[src/rtl/astm_rfe_pkg.sv]
// ----------------------------------------------------------------------------
// astm_rfe_pkg
// Types, character codes and the field table of the record field extractor
// ----------------------------------------------------------------------------
package astm_rfe_pkg;

  // framing and separator characters
  localparam logic [7:0] CH_STX   = 8'h02;
  localparam logic [7:0] CH_ETX   = 8'h03;
  localparam logic [7:0] CH_CR    = 8'h0D;
  localparam logic [7:0] CH_BAR   = 8'h7C;
  localparam logic [7:0] CH_CARET = 8'h5E;
  localparam logic [7:0] CH_SPACE = 8'h20;

  // record type letters
  localparam logic [7:0] CH_TYPE_H = 8'h48;
  localparam logic [7:0] CH_TYPE_P = 8'h50;
  localparam logic [7:0] CH_TYPE_O = 8'h4F;
  localparam logic [7:0] CH_TYPE_R = 8'h52;
  localparam logic [7:0] CH_TYPE_L = 8'h4C;

  // field tags
  localparam logic [2:0] TAG_PATIENT = 3'd0;
  localparam logic [2:0] TAG_SAMPLE  = 3'd1;
  localparam logic [2:0] TAG_TEST    = 3'd2;
  localparam logic [2:0] TAG_VALUE   = 3'd3;
  localparam logic [2:0] TAG_UNIT    = 3'd4;
  localparam logic [2:0] TAG_DATE    = 3'd5;
  localparam logic [2:0] TAG_NONE    = 3'd7;

  // max characters streamed per field
  localparam logic [7:0] LIMIT_PATIENT = 8'd199;
  localparam logic [7:0] LIMIT_SHORT   = 8'd9;
  localparam logic [7:0] LIMIT_DATE    = 8'd19;

  localparam logic [7:0] FIELD_MAX = 8'hFF;

  typedef enum logic [2:0] {
    REC_NONE = 3'd0,
    REC_H    = 3'd1,
    REC_P    = 3'd2,
    REC_O    = 3'd3,
    REC_R    = 3'd4,
    REC_L    = 3'd5
  } record_e;

  typedef enum logic [2:0] {
    EXP_H = 3'd0,
    EXP_P = 3'd1,
    EXP_O = 3'd2,
    EXP_R = 3'd3,
    EXP_L = 3'd4
  } expect_e;

  typedef struct packed {
    logic [2:0] tag;
    logic [7:0] limit;
  } field_info_t;

  typedef struct packed {
    logic       event_res;
    logic [2:0] field_tag;
    logic [7:0] char_code;
    logic       record_done;
  } result_t;

  // tag and length limit of a field of a record
  function automatic field_info_t tag_of(record_e rec, logic [7:0] idx);
    field_info_t info;
    info.tag   = TAG_NONE;
    info.limit = LIMIT_SHORT;
    if (rec == REC_P && idx == 8'd5) begin
      info.tag   = TAG_PATIENT;
      info.limit = LIMIT_PATIENT;
    end else if (rec == REC_O && idx == 8'd2) begin
      info.tag = TAG_SAMPLE;
    end else if (rec == REC_R) begin
      if (idx == 8'd2) begin
        info.tag = TAG_TEST;
      end else if (idx == 8'd3) begin
        info.tag = TAG_VALUE;
      end else if (idx == 8'd4) begin
        info.tag = TAG_UNIT;
      end else if (idx == 8'd12) begin
        info.tag   = TAG_DATE;
        info.limit = LIMIT_DATE;
      end
    end
    return info;
  endfunction

endpackage

[src/rtl/astm_rfe_in_reg.sv]
// ----------------------------------------------------------------------------
// astm_rfe_in_reg
// Input register: holds one received byte until the parser consumes it
// ----------------------------------------------------------------------------
module astm_rfe_in_reg
  import astm_rfe_pkg::*;
(
  input  logic       clk_i,
  input  logic       rst_ni,
  input  logic       in_valid_i,
  output logic       in_stall_o,
  input  logic [7:0] rx_byte_i,
  input  logic       out_busy_i,
  output logic       go_o,
  output logic [7:0] byte_o
);

  logic       valid_q;
  logic [7:0] byte_q;

  // byte moves on whenever the result side can take a result
  assign go_o       = valid_q && !out_busy_i;
  assign in_stall_o = valid_q && out_busy_i;
  assign byte_o     = byte_q;

  // valid flag
  always_ff @(posedge clk_i or negedge rst_ni) begin
    if (!rst_ni) begin
      valid_q <= 1'b0;
    end else if (!in_stall_o) begin
      valid_q <= in_valid_i;
    end
  end

  // byte capture on each accepted transaction
  always_ff @(posedge clk_i) begin
    if (in_valid_i && !in_stall_o) begin
      byte_q <= rx_byte_i;
    end
  end

endmodule

[src/rtl/astm_rfe_parser.sv]
// ----------------------------------------------------------------------------
// astm_rfe_parser
// Frame and record tracking; the result of each byte is decided combinationally in its go cycle
// ----------------------------------------------------------------------------
module astm_rfe_parser
  import astm_rfe_pkg::*;
(
  input  logic       clk_i,
  input  logic       rst_ni,
  input  logic       go_i,
  input  logic [7:0] byte_i,
  output logic       res_valid_o,
  output result_t    res_o
);

  logic        frame_q, frame_d;
  record_e     rec_q, rec_d;
  expect_e     exp_q, exp_d;
  logic [7:0]  idx_q, idx_d;
  logic [7:0]  chars_q, chars_d;
  logic [7:0]  type_q, type_d;
  field_info_t info;
  logic        type_hit;
  logic [7:0]  ch;

  assign info = tag_of(rec_q, idx_q);
  assign ch   = (byte_i == CH_CARET) ? CH_SPACE : byte_i;

  // next state and result
  always_comb begin
    frame_d     = frame_q;
    rec_d       = rec_q;
    exp_d       = exp_q;
    idx_d       = idx_q;
    chars_d     = chars_q;
    type_d      = type_q;
    type_hit    = 1'b0;
    res_valid_o = 1'b0;
    res_o       = '0;
    if (go_i) begin
      if (byte_i == CH_STX) begin
        idx_d   = '0;
        chars_d = '0;
        frame_d = 1'b1;
      end else if (frame_q) begin
        if (byte_i == CH_BAR || byte_i == CH_CR) begin
          // field end
          idx_d   = (idx_q != FIELD_MAX) ? idx_q + 8'd1 : idx_q;
          chars_d = '0;
          if (idx_q == 8'd0 && chars_q >= 8'd2) begin
            if (type_q == CH_TYPE_H) begin
              type_hit = 1'b1;
              rec_d    = REC_H;
              exp_d    = EXP_P;
            end else if (type_q == CH_TYPE_P && exp_q == EXP_P) begin
              type_hit = 1'b1;
              rec_d    = REC_P;
              exp_d    = EXP_O;
            end else if (type_q == CH_TYPE_O && exp_q == EXP_O) begin
              type_hit = 1'b1;
              rec_d    = REC_O;
              exp_d    = EXP_R;
            end else if (type_q == CH_TYPE_R && exp_q == EXP_R) begin
              type_hit = 1'b1;
              rec_d    = REC_R;
              exp_d    = EXP_H;
            end else if (type_q == CH_TYPE_L && exp_q == EXP_L) begin
              type_hit = 1'b1;
              rec_d    = REC_L;
              exp_d    = EXP_H;
            end
          end
          if (!type_hit) begin
            case (rec_q)
              REC_H, REC_L: begin
              end
              REC_P, REC_O, REC_R: begin
                if (info.tag != TAG_NONE) begin
                  res_valid_o       = 1'b1;
                  res_o.event_res   = 1'b1;
                  res_o.field_tag   = info.tag;
                  res_o.char_code   = '0;
                  res_o.record_done = (info.tag == TAG_DATE);
                end
              end
              default: begin
                // unknown record: drop the frame until the next start byte
                frame_d = 1'b0;
                rec_d   = REC_NONE;
                exp_d   = EXP_H;
                idx_d   = '0;
              end
            endcase
          end
        end else if (byte_i == CH_ETX) begin
          rec_d   = REC_NONE;
          frame_d = 1'b0;
        end else begin
          // field character
          if (chars_q == 8'd1) begin
            type_d = ch;
          end
          if (info.tag != TAG_NONE && chars_q < info.limit) begin
            res_valid_o       = 1'b1;
            res_o.event_res   = 1'b0;
            res_o.field_tag   = info.tag;
            res_o.char_code   = ch;
            res_o.record_done = 1'b0;
          end
          if (chars_q != FIELD_MAX) begin
            chars_d = chars_q + 8'd1;
          end
        end
      end
    end
  end

  // state registers
  always_ff @(posedge clk_i or negedge rst_ni) begin
    if (!rst_ni) begin
      frame_q <= 1'b0;
      rec_q   <= REC_NONE;
      exp_q   <= EXP_H;
      idx_q   <= '0;
      chars_q <= '0;
      type_q  <= '0;
    end else begin
      frame_q <= frame_d;
      rec_q   <= rec_d;
      exp_q   <= exp_d;
      idx_q   <= idx_d;
      chars_q <= chars_d;
      type_q  <= type_d;
    end
  end

endmodule

[src/rtl/astm_rfe_out_reg.sv]
// ----------------------------------------------------------------------------
// astm_rfe_out_reg
// Result register: holds one result until the receiver takes it
// ----------------------------------------------------------------------------
module astm_rfe_out_reg
  import astm_rfe_pkg::*;
(
  input  logic    clk_i,
  input  logic    rst_ni,
  input  logic    res_valid_i,
  input  result_t res_i,
  input  logic    out_stall_i,
  output logic    out_valid_o,
  output result_t res_o,
  output logic    busy_o
);

  logic    valid_q;
  result_t res_q;

  assign busy_o      = valid_q && out_stall_i;
  assign out_valid_o = valid_q;
  assign res_o       = res_q;

  // valid flag
  always_ff @(posedge clk_i or negedge rst_ni) begin
    if (!rst_ni) begin
      valid_q <= 1'b0;
    end else if (!busy_o) begin
      valid_q <= res_valid_i;
    end
  end

  // payload load
  always_ff @(posedge clk_i) begin
    if (!busy_o && res_valid_i) begin
      res_q <= res_i;
    end
  end

endmodule

[src/rtl/astm_record_field_extractor_top.sv]
// ----------------------------------------------------------------------------
// astm_record_field_extractor_top
// Streams selected fields out of an ASTM style laboratory byte stream
// ----------------------------------------------------------------------------
// Input channel: one received byte per transaction on rx_byte_i, handshake
// in_valid_i / in_stall_o. Output channel: zero or one result per byte on
// event_res_o, field_tag_o, char_code_o, record_done_o, handshake
// out_valid_o / out_stall_i. A transaction completes at a clock edge with
// valid high and stall low.
// Path: an accepted byte passes the input register, then the parser logic
// into the result register, which shows its result on the outputs.
// Throughput: one byte per cycle while no result is held by out_stall_i;
// the parser state updates once per byte.
// Reset: all control state clears, the block waits for STX and expects a header
// record; both registers come up empty.
// Stall: while a result is held by out_stall_i, the parser stops and the
// input register keeps its byte; in_stall_o rises only once that register
// is full, so one more byte is still taken.
// ----------------------------------------------------------------------------
module astm_record_field_extractor_top
  import astm_rfe_pkg::*;
(
  input  logic       clk_i,
  input  logic       rst_ni,
  input  logic       in_valid_i,
  output logic       in_stall_o,
  input  logic [7:0] rx_byte_i,
  output logic       out_valid_o,
  input  logic       out_stall_i,
  output logic       event_res_o,
  output logic [2:0] field_tag_o,
  output logic [7:0] char_code_o,
  output logic       record_done_o
);

  logic       out_busy;
  logic       go;
  logic [7:0] byte_q;
  logic       res_valid;
  result_t    res;
  result_t    res_out;

  // input register
  astm_rfe_in_reg u_in_reg (
    .clk_i      (clk_i),
    .rst_ni     (rst_ni),
    .in_valid_i (in_valid_i),
    .in_stall_o (in_stall_o),
    .rx_byte_i  (rx_byte_i),
    .out_busy_i (out_busy),
    .go_o       (go),
    .byte_o     (byte_q)
  );

  // parser
  astm_rfe_parser u_parser (
    .clk_i       (clk_i),
    .rst_ni      (rst_ni),
    .go_i        (go),
    .byte_i      (byte_q),
    .res_valid_o (res_valid),
    .res_o       (res)
  );

  // result register
  astm_rfe_out_reg u_out_reg (
    .clk_i       (clk_i),
    .rst_ni      (rst_ni),
    .res_valid_i (res_valid),
    .res_i       (res),
    .out_stall_i (out_stall_i),
    .out_valid_o (out_valid_o),
    .res_o       (res_out),
    .busy_o      (out_busy)
  );

  assign event_res_o   = res_out.event_res;
  assign field_tag_o   = res_out.field_tag;
  assign char_code_o   = res_out.char_code;
  assign record_done_o = res_out.record_done;

endmodule

[config.mk]
export PLATFORM = sky130hd
export DESIGN_NAME = astm_record_field_extractor_top
export DESIGN_NICKNAME = d
export VERILOG_FILES = /design/src/rtl/astm_rfe_pkg.sv /design/src/rtl/astm_rfe_in_reg.sv /design/src/rtl/astm_rfe_parser.sv /design/src/rtl/astm_rfe_out_reg.sv /design/src/rtl/astm_record_field_extractor_top.sv
export SDC_FILE = /design/constraint.sdc
export NUM_CORES = 1
export LEC_CHECK = 0
export ABC_CLOCK_PERIOD_IN_PS = 4300
export BUFFER_PORTS_ARGS = -buffer_cell sky130_fd_sc_hd__buf_2
export CAP_MARGIN = 30
export CORE_MARGIN = 3
export CORE_UTILIZATION = 26
export DETAILED_ROUTE_END_ITERATION = 16
export SETUP_SLACK_MARGIN = 0.3
export SYNTH_ARGS = -nofsm -noshare
export SYNTH_HDL_FRONTEND = slang
export SYNTH_SLANG_ARGS = --single-unit
[constraint.sdc]
create_clock -name clk_i -period 4.3 [get_ports clk_i]
set_clock_uncertainty 0.2 [all_clocks]
set_input_delay 0.645 -clock clk_i [delete_from_list [all_inputs] [get_ports clk_i]]
set_output_delay 0.645 -clock clk_i [all_outputs]
set_load 0.05 [all_outputs]
* Yosys cells after proc, flatten, opt, wreduce, memory -nomap -nowiden
Cells that the tools add are included.
** Storage, ports and cells
- Bits in registers :: 54
- Input bits :: 12
- Output and inout bits :: 15
** Cells by class
- Add/subtract/negate cells :: 2
- Magnitude comparators :: 2
- Equal/unequal tests :: 30
- Mux-type cells :: 72
- Bitwise gates (word level) :: 5
- Reduce and logical (&&, ||, !) cells :: 29
** Operators with widths (number)
- two-way mux 8 bit :: 16
- two-way mux 3 bit :: 22
- two-way mux 13 bit :: 5
- equality test 8 x 7 -> 1 bit, second input constant :: 7
- equality test 8 x 2 -> 1 bit, second input constant :: 4
- two-way mux 1 bit :: 25
- two-way mux 11 bit :: 2
- adder 8 x 1 -> 8 bit, second input constant :: 2
- equality test 8 x 3 -> 1 bit, second input constant :: 2
- equality test 8 x 4 -> 1 bit, second input constant :: 2
- inequality test 8 bit, second input constant :: 2
- logical AND 1 bit :: 13
- equality test 3 x 2 -> 1 bit, second input constant :: 4
- equality test 3 bit, second input constant :: 4
- two-way mux 12 bit :: 1
- AND reduction 4 bit :: 3
- two-way mux 10 bit :: 1
- equality test 8 x 1 -> 1 bit, second input constant :: 1
- >= comparator 8 x 2 -> 1 bit, second input constant :: 1
- logical NOT 8 bit :: 1
- < comparator 8 bit :: 1
- equality test 3 x 1 -> 1 bit, second input constant :: 2
- AND reduction 6 bit :: 1
- nonzero test 2 bit :: 3
- 9 further kinds :: 15

* Longest topological paths before layout
Gate-level depths: netlist (run 1).
- Depth after elaboration :: 18
- Depth in mapped cells :: 14
- Mapped depth without buffers :: 14

* Cells and area by module
A second synthesis (run 1) with hierarchy kept.
** Second synthesis, totals
- Cell total of the unflattened synthesis :: 340
- Area total of the unflattened synthesis :: 3395.8 µm²
** By module, submodules not included
- astm_rfe_parser :: times used 1, cells an instance 310, area each 2657.5 µm², sequential area each 775.7 µm²
- astm_rfe_out_reg :: times used 1, cells an instance 17, area each 440.4 µm², sequential area each 415.4 µm²
- astm_rfe_in_reg :: times used 1, cells an instance 13, area each 297.8 µm², sequential area each 265.3 µm²

* Worst setup path before layout (run 1)
Ideal clock, no wire load.
- Kind :: reg-to-reg
- Start :: reg u_parser.idx_q[5]
- End :: reg u_out_reg.res_q (netlist bit u_out_reg.res_o[0]), enable pin
- Data arrival time :: 3.140 ns
- Slack :: 0.611 ns
- Cell stages (with the launch flop) :: 14
- Period minus slack after synthesis :: 3.689 ns
- Path through :: dfrtp_1 or4_4 nor3_1 and2_1 inv_1 nand2_1 inv_1 ha_1 a21o_1 a21o_1 a2111oi_0 o211a_1 o21ai_1 inv_1
** On the way
- Longest elaborated chain between the ends :: 17
** RTL lines
- from (decl) :: line astm_rfe_parser.sv:19 : logic [7:0] idx_q, idx_d;
- from (signal assigned) :: line astm_rfe_parser.sv:131 : idx_q <= idx_d;
- equality test 8 x 4 -> 1 bit :: line astm_rfe_pkg.sv:84 : end else if (idx == 8'd12) begin
- two-way mux 10 bit :: line astm_rfe_pkg.sv:84
- two-way mux 8 bit or two-way mux 3 bit (tied branches) :: line astm_rfe_pkg.sv:82 : end else if (idx == 8'd4) begin
- two-way mux 8 bit or two-way mux 3 bit (tied branches) :: line astm_rfe_pkg.sv:80 : end else if (idx == 8'd3) begin
- two-way mux 8 bit or two-way mux 3 bit (tied branches) :: line astm_rfe_pkg.sv:78 : if (idx == 8'd2) begin
- two-way mux 11 bit :: line astm_rfe_pkg.sv:77 : end else if (rec == REC_R) begin
- two-way mux 8 bit or two-way mux 3 bit (tied branches) :: line astm_rfe_pkg.sv:75 : end else if (rec == REC_O && idx == 8'd2) begin
- two-way mux 11 bit :: line astm_rfe_pkg.sv:72 : if (rec == REC_P && idx == 8'd5) begin
- < comparator 8 bit or inequality test 3 bit (tied branches) :: line astm_rfe_parser.sv:103, astm_rfe_parser.sv:78
- logical AND 1 bit or two-way mux 1 bit (tied branches) :: line astm_rfe_parser.sv:103, astm_rfe_parser.sv:78
- two-way mux 1 bit, on equally long branches :: line astm_rfe_parser.sv:103, astm_rfe_parser.sv:74
- two-way mux 1 bit, on equally long branches :: line astm_rfe_parser.sv:95, astm_rfe_parser.sv:73
- two-way mux 1 bit (*) :: line astm_rfe_parser.sv:46 : if (byte_i == CH_BAR || byte_i == CH_CR) begin
- two-way mux 1 bit (*) :: line astm_rfe_parser.sv:45 : end else if (frame_q) begin
- two-way mux 1 bit (*) :: line astm_rfe_parser.sv:41 : if (byte_i == CH_STX) begin
- two-way mux 1 bit (*) :: line astm_rfe_parser.sv:40 : if (go_i) begin
- logical AND 1 bit (*) :: line astm_rfe_out_reg.sv:36 : if (!busy_o && res_valid_i) begin
- to (signal assigned) :: line astm_rfe_out_reg.sv:37 : res_q <= res_i;
- to (decl) :: line astm_rfe_out_reg.sv:19 : result_t res_q;
Mark *: on every way between the ends. The rest lies on a longest branch, timed or not. The select of a mux whose other input is x is not followed.
A chain may end at the register's enable or synchronous reset.

* Worst setup path in the final report (run 1)
- Start :: reg u_parser.idx_q[5]
- End :: reg u_out_reg.res_q (netlist bit u_out_reg.res_o[11]), enable pin
The elaborated chain is that of the path after synthesis.

==> impl_metrics.yaml, run 1 <==
final_layout:
  final.fill_count: 1210
  multiInputGateArea_um2: 1610
  area.growth.synth_to_final_pct: 15.6
  antennaDiodeCount: 0
  finish.utilization_pct: 31.4
  fin_area_um2: 3640
  layout.nets: 373
  layout.cells.most_common: "sky130_fd_sc_hd__dfrtp_1"
  drive_above_1_share_pct: 16.6
  area.sequential_um2: 1460
  layout.cells.most_common_list: "33 x sky130_fd_sc_hd__dfrtp_1, 28 x sky130_fd_sc_hd__nand2_1, 26 x sky130_fd_sc_hd__buf_2"
  stdcell_count: 492
placed_design:
  detailed_place.area_um2: 3450
  post-place-cells: 483
  dp.final_hpwl_um: 5390
  gpl.final_weighted_congestion: 0.858
  portBuffers: 26
clock_network:
  tritoncts.num_buffers: 5
  insertion_delay_ns: 0.29
  path_clk_slew_ns: 0.07
  clock_path_buffers: 2
  cts_tree: "yes"
  clk_root_buffer_cell: "sky130_fd_sc_hd__clkbuf_16"
  post_cts_hold_buffer_count: 0
  tritoncts_num_sinks: 54
  cts_setup_buffers: 0
  htreeDepth: 2
die:
  floorplan.die.height_um: 116
  io_pins: 27
  die_area_um2: 13500
  floorplan.core_area_um2: 11600
  fp.dieW_um: 116
  floorplan.initialDensity_pct: 27.1
  fp-row-count: 39
synth:
  synth_edf_count: 21
  synth_flop_cell: "sky130_fd_sc_hd__dfrtp_1"
  ys_seq_elements: 54
  synth.yosys.warnings: 0
  synthesis.area_um2: 3150
  async_reset_ff_share_pct: 61.1
  synth_cells: 318
  count_of_cell_types_in_the_netlist: 62
  post_synth.cell_area_avg_um2: 9.92
  mappedNetlistNets: 343
  ys_seq_area_share_pct: 46.2
grt:
  first_global_vias: 2422
  grt_start_max_net_pins: 34
  first_pass_grt_wire_length_um: 11800
  grt_remaining_overflow: 0
  antenna_violations_before_repair: 0
  global_route.usage.total_pct: 10.8
status:
  outcome: "completed"
setup_path:
  worstReg2RegEnd: "u_out_reg.res_o[11]$_SDFFCE_PP0P_"
  timing_worst_setup_path_type: "reg -> reg"
  worstSetupEndpointType: "flip-flop"
  cp.required_ns: 4.09
  reg2reg_from: "u_parser.idx_q[5]$_DFFE_PN0P_"
  reg2reg_slack_ns: 0.62
  setup.worst_path.start_class: "flip-flop"
  worstPathArrival_ns: 3.47
  crit_path_end: "u_out_reg.res_o[11]$_SDFFCE_PP0P_"
  critPathLaunch: "u_parser.idx_q[5]$_DFFE_PN0P_"
  worst_r2r_path_depth: 13
  crit_path_max_fanout: 7
timing:
  grt_setup_unrepaired: "false"
  final_min_period_over_clock_period_pct: 85.6
  fin_setup_tns_ns: 0
  finalCriticalPeriod_ns: 3.68
  worst_pin_slew_ns: 0.756
  timing.final.max_slew_violations: 0
  setup_viol_count_final: 0
  max_clock_freq_mhz: 272
  timing.final.hold_violations: 0
  max-slew-margin-rel_pct: 49.6
routing:
  drt_pass1_iterations: 5
  route.final.wire_length_um: 7210
  detailroute.via_count: 2533
  post-route-drc-count: 0
  drtAntennaViolNets: 0
  drtIter0Drc: 137
  average_via_count_per_standard_cell: 5.15
  drt-wirelength-per-cell_um: 14.7
power:
  worst_ir_drop_vdd_uv: 161
  finalPower_mw: 1.59
  cellPowerDensity_nw_per_um2: 435
  p_leak_nw: 1.55
worst_hold_path:
  hold_path.class: "in -> async"
run:
  max-cap-violations: 0
[cell type report]
| type | instances | share of cell area [%] |
|---|---|---|
| Multi-Input combinational cell | 239 | 44.2 |
| Sequential cell | 54 | 40.0 |
| Tap cell | 143 | 4.91 |
| Timing Repair Buffer | 30 | 4.39 |
| Clock buffer | 6 | 3.54 |
| Inverter | 17 | 1.75 |
| Clock inverter | 2 | 1.06 |
| Timing Repair inverter | 1 | 0.206 |
[metrics by stage]
step / hold slack, ns / worst slack [ns]
5_1_grt: 0.297 / 0.367
2_1_floorplan: 0.149 / 0.611
6_report: 0.219 / 0.621
3_5_place_dp: 0.302 / 0.234
3_3_place_gp: 0.294 / 0.372
4_1_cts: 0.261 / 0.374
[cell families (layout without fill, tap and decap cells)]
| family | count (synthesis) | in the layout | share of synthesized area [%] |
|---|---|---|---|
| DFF | 54 | 54 | 46.2 |
| adders and majority gates | 13 | 13 | 5.16 |
| and+or+nand+nor | 140 | 140 | 25.3 |
| muxes | 2 | 2 | 0.714 |
| xor gates and xnor gates | 4 | 4 | 1.11 |
| AOI/OAI and AO/OA | 80 | 80 | 18.3 |
| buffers and inverters | 25 | 56 | 3.21 |
[power breakdown]
group          total (mW)  leakage (nW)  internal, mW  switching, mW
sequential          0.731         0.642         0.619          0.111
combinational       0.400         0.825         0.173          0.227
clock               0.455        0.0810         0.276          0.179
[flip-flops by register name, indices dropped and copies added (netlist names)]
signal,count
u_parser.rec_q,3
u_in_reg.valid_q,1
u_out_reg.res_o,13
u_parser.exp_q,3
u_parser.chars_q,8
u_in_reg.byte_o,8
u_parser.frame_q,1
u_parser.type_q,8
u_out_reg.out_valid_o,1
u_parser.idx_q,8
[per-layer routing]
metal | GRT usage [%] | part of all wire, % | vias to the layer above
li1 | - | - | 1247
met1 | 14.1 | 46 | 1211
met2 | 18.6 | 48 | 64
met3 | 0.984 | 4.0 | 11
met4 | 3.94 | 1.9 | 0
met5 | 0 | 0 | -
[Yosys cell counts (4+ instances only)]
library cell               number  share of area (%)
sky130_fd_sc_hd__a21oi_1       21                3.3
sky130_fd_sc_hd__xor2_1         4                1.1
sky130_fd_sc_hd__and3_1        11                2.2
sky130_fd_sc_hd__a21o_1         6                1.4
sky130_fd_sc_hd__o21ai_0       15                2.4
sky130_fd_sc_hd__nor3_1         9                1.4
sky130_fd_sc_hd__nand2_1       28                3.3
sky130_fd_sc_hd__nand3_1       16                2.5
sky130_fd_sc_hd__nand2b_1       5               0.99
sky130_fd_sc_hd__o31ai_1        4               0.95
sky130_fd_sc_hd__edfxtp_1      21                 20
sky130_fd_sc_hd__and2_1        13                2.6
sky130_fd_sc_hd__nor2b_1        6                1.2
sky130_fd_sc_hd__nand4_1        6                1.2
sky130_fd_sc_hd__ha_1          13                5.2
sky130_fd_sc_hd__dfrtp_1       33                 26
sky130_fd_sc_hd__inv_1         17                2.0
sky130_fd_sc_hd__nor2_1        21                2.5
sky130_fd_sc_hd__nor4_1         5               0.99
[worst min-delay path by stage]
| stage | startpoint | end | slack (ns) | depth (start not counted) |
|---|---|---|---|---|
| 2_1_floorplan | rst_ni | u_in_reg.valid_q$_DFFE_PN0N_ | 0.15 | 0 |
| 3_3_place_gp | u_parser.type_q[7]$_DFFE_PN0P_ | u_parser.type_q[7]$_DFFE_PN0P_ | 0.29 | 1 |
| 3_5_place_dp | u_parser.type_q[7]$_DFFE_PN0P_ | u_parser.type_q[7]$_DFFE_PN0P_ | 0.30 | 1 |
| 4_1_cts | rst_ni | u_parser.chars_q[3]$_DFFE_PN0P_ | 0.26 | 1 |
| 5_1_grt | rst_ni | u_in_reg.valid_q$_DFFE_PN0N_ | 0.30 | 1 |
| 6_report | rst_ni | u_parser.chars_q[3]$_DFFE_PN0P_ | 0.22 | 1 |
[worst max-delay path, stage by stage, from the launching register on]
cell,delay (ns)
sky130_fd_sc_hd__dfrtp_1,0.44
sky130_fd_sc_hd__or4_4,0.59
sky130_fd_sc_hd__nor3_2,0.18
sky130_fd_sc_hd__and2_1,0.17
sky130_fd_sc_hd__inv_1,0.09
sky130_fd_sc_hd__nand2_1,0.10
sky130_fd_sc_hd__inv_1,0.05
sky130_fd_sc_hd__ha_1,0.26
sky130_fd_sc_hd__a21o_1,0.18
sky130_fd_sc_hd__a21o_1,0.16
sky130_fd_sc_hd__a2111oi_1,0.40
sky130_fd_sc_hd__o211a_1,0.25
sky130_fd_sc_hd__o21ai_2,0.12
sky130_fd_sc_hd__inv_2,0.21
[timing repair]
item | in CTS | in global routing
pin swaps | 0 | 0
cloned | 0 | 1
endpoints found under the setup margin | 13 | 18
hold endpoints to repair | 0 | 0
gates resized for setup | 1 | 5
Note: power is estimated with default switching activity, not from simulation.
==> inputs of run 2 (changes only) <==
--- a/config.mk
+++ b/config.mk
@@ -8,10 +8,12 @@
 export ABC_CLOCK_PERIOD_IN_PS = 4300
 export BUFFER_PORTS_ARGS = -buffer_cell sky130_fd_sc_hd__buf_2
 export CAP_MARGIN = 30
-export CORE_MARGIN = 3
+export CORE_MARGIN = 2
 export CORE_UTILIZATION = 26
 export DETAILED_ROUTE_END_ITERATION = 16
+export RECOVER_POWER = 100
 export SETUP_SLACK_MARGIN = 0.3
 export SYNTH_ARGS = -nofsm -noshare
 export SYNTH_HDL_FRONTEND = slang
+export SYNTH_HIERARCHICAL = 1
 export SYNTH_SLANG_ARGS = --single-unit
==> run 2 against run 1 <==
Compared with the run above:
- the flow now finishes with violations (max-capacitance violations, max-slew violations)
- cell area grew 4.5%
- routed wire length up 15%
- worst setup slack got worse by 0.0042 ns
- combinational power shrank 28%
- non-clock buffer count is 1 lower
- hold slack gained 0.098 ns
- largest power group unchanged
==> impl_metrics.yaml, run 2 <==
setup_path:
  worstSetupEndpointType: "flip-flop"
  timing_worst_setup_path_type: "reg -> reg"
  critPathSlowestCell: "sky130_fd_sc_hd__nor4_4"
  critPathMostFrequentCell: "sky130_fd_sc_hd__nand2_1"
  maximum_cell_stage_delay_along_the_critical_path_ns: 0.50
  cp.required_ns: 4.03
  crit_path_max_fanout: 13
  worstPathArrival_ns: 3.42
  setup.worst_path.start_class: "flip-flop"
  timing.critical_path.cells: "nor4_4 -> nand2_1 -> nand2_1 -> inv_1 -> ha_1 -> a21o_1 -> a21o_1 -> a21oi_1 -> o2111ai_1 -> clkbuf_1 -> nand2_1 -> a21boi_4"
worst_hold_path:
  hold_path.class: "reg -> reg"
final_layout:
  fin_area_um2: 3810
  layout.nets: 390
  layout.cells.most_common: "sky130_fd_sc_hd__dfrtp_1"
  drive_above_1_share_pct: 9.02
  largest_register_ff_count: 13
  layout.cells.most_common_list: "33 x sky130_fd_sc_hd__dfrtp_1, 25 x sky130_fd_sc_hd__nor2_1, 22 x sky130_fd_sc_hd__nand2_1"
  multiInputGateArea_um2: 1810
  final.fill_count: 1337
  finish.utilization_pct: 30.1
  area.growth.synth_to_final_pct: 12.2
  area.sequential_um2: 1460
  antennaDiodeCount: 0
routing:
  detailroute.via_count: 2819
  drt-wirelength-per-cell_um: 15.4
  drtAntennaViolNets: 0
  post-route-drc-count: 0
  drtIter0Drc: 281
  average_via_count_per_standard_cell: 5.24
  route.final.wire_length_um: 8290
  drt_pass1_iterations: 5
timing:
  final.setup.worst_slack_ns: 0.617
  worst_pin_slew_ns: 1.84
  max_clock_freq_mhz: 271
  finalCriticalPeriod_ns: 3.68
  timing.final.max_slew_violations: 34
  max-slew-margin-rel_pct: -22.6
  fin_setup_tns_ns: 0
  timing.final.hold_violations: 0
  setup_viol_count_final: 0
  final_min_period_over_clock_period_pct: 85.7
  smallest_hold_slack_ns: 0.317
  grt_setup_unrepaired: "false"
synth:
  async_reset_ff_share_pct: 61.1
  mappedNetlistNets: 365
  synth_cells: 340
  synth_area_leader_cell: "sky130_fd_sc_hd__dfrtp_1"
  synth.yosys.warnings: 6
  ys_seq_elements: 54
  synth_flop_cell: "sky130_fd_sc_hd__dfrtp_1"
  synthesis.area_um2: 3400
  list_of_most_frequent_post_synthesis_cells: "33 x sky130_fd_sc_hd__dfrtp_1, 24 x sky130_fd_sc_hd__nor2_1, 22 x sky130_fd_sc_hd__nand2_1"
  post_synth.cell_area_avg_um2: 9.99
  count_of_cell_types_in_the_netlist: 68
  synthTopCellsByArea: "sky130_fd_sc_hd__dfrtp_1 24%, sky130_fd_sc_hd__edfxtp_1 19%, sky130_fd_sc_hd__ha_1 4.8%"
  ys_seq_area_share_pct: 42.9
  most_frequently_used_cell_type_in_the_post_synthesis_netlist: "sky130_fd_sc_hd__dfrtp_1"
  yosysTopAreaCellShare_pct: 24.3
  synth_edf_count: 21
power:
  cellPowerDensity_nw_per_um2: 370
  p_leak_nw: 1.44
  worst_ir_drop_vdd_uv: 160
die:
  io_pins: 27
  floorplan.initialDensity_pct: 26.8
  fp-row-count: 41
  fp.dieW_um: 118
  die_area_um2: 14000
  floorplan.die.height_um: 118
  floorplan.core_area_um2: 12700
clock_network:
  cts_tree: "yes"
  insertion_delay_ns: 0.29
  clk_root_buffer_cell: "sky130_fd_sc_hd__clkbuf_16"
  cts_resized: 0
  clock_path_buffers: 2
  tritoncts.num_buffers: 5
  path_clk_slew_ns: 0.07
  tritoncts_num_sinks: 54
  htreeDepth: 2
  cts_setup_buffers: 0
  post_cts_hold_buffer_count: 0
status:
  outcome: "finished, violations left"
  failed_checks: "max-capacitance violations, max-slew violations"
placed_design:
  portBuffers: 26
  gpl.final_weighted_congestion: 0.839
  dp.final_hpwl_um: 6330
  post-place-ws_ns: 0.580
  detailed_place.area_um2: 3710
grt:
  first_global_vias: 2758
  grt_start_max_net_pins: 34
  global_route.usage.total_pct: 12.1
  antenna_violations_before_repair: 0
  grt_remaining_overflow: 0
  first_pass_grt_wire_length_um: 14200
run:
  max-cap-violations: 1
## run 2: cell families (layout without fill, tap and decap cells)
| family | count (synthesis) | count (layout) | synth area share [%] |
|---|---|---|---|
| and+or+nand+nor | 146 | 146 | 26.5 |
| AOI/OAI and AO/OA | 92 | 92 | 20.0 |
| DFF | 54 | 54 | 42.9 |
| buffers and inverters | 26 | 52 | 3.02 |
| adders and majority gates | 13 | 13 | 4.79 |
| muxes | 8 | 8 | 2.62 |
| xor gates and xnor gates | 1 | 1 | 0.258 |
## run 2: layer usage
layer	GRT usage [%]	routed length, µm	vias to the layer above
met5	0	0	-
met4	1.66	0	0
met3	2.12	274	0
met2	19.3	3860	58
met1	17.5	4150	1404
li1	-	-	1357
## run 2: cell type report
class                           instances  share of cell area, %
Timing Repair Buffer                   29                   3.28
Multi-Input combinational cell        260                   47.4
Inverter                               15                   1.48
Sequential cell                        54                   38.2
Clock inverter                          3                  0.657
Tap cell                              172                   5.65
Clock buffer                            5                   3.28
## run 2: where the power goes
| group | switching (mW) | internal (mW) | total [mW] |
|---|---|---|---|
| combinational | 0.153 | 0.138 | 0.290 |
| clock | 0.185 | 0.219 | 0.404 |
| sequential | 0.110 | 0.606 | 0.715 |
## run 2: worst max-delay path, delay by kind of cell, from the launching register on
family                   cells  cell delay (ns)
flip-flops                   1             0.47
AND/OR/NAND/NOR              4             1.04
buffers and inverters        2             0.33
AO/OA/AOI/OAI                5             1.01
adder cells (fa/ha/maj)      1             0.27
## run 2: path summary, 6_finish.rpt
kind	end	start	slack, ns	cells after the start
max	u_out_reg/res_o[11]$_DFFE_PP_	u_parser/idx_q[4]$_DFFE_PN0P_	0.62	12
min	u_parser/type_q[6]$_DFFE_PN0P_	u_parser/type_q[6]$_DFFE_PN0P_	0.32	1
max reg2reg	u_out_reg/res_o[11]$_DFFE_PP_	u_parser/idx_q[4]$_DFFE_PN0P_	0.62	12
min reg2reg	u_parser/type_q[6]$_DFFE_PN0P_	u_parser/type_q[6]$_DFFE_PN0P_	0.32	1
max in group asynchronous	u_out_reg/out_valid_o$_DFFE_PN0N_	rst_ni	2.19	1
min in group asynchronous	u_parser/idx_q[7]$_DFFE_PN0P_	rst_ni	0.65	1
## run 2: stage by stage
stage | power [mW] | cells
after floorplan | 0.933 | 340
after global placement | 1.02 | 529
after detailed placement | 1.03 | 529
after CTS | 1.44 | 537
after global routing | 1.50 | 538
final | 1.41 | 538
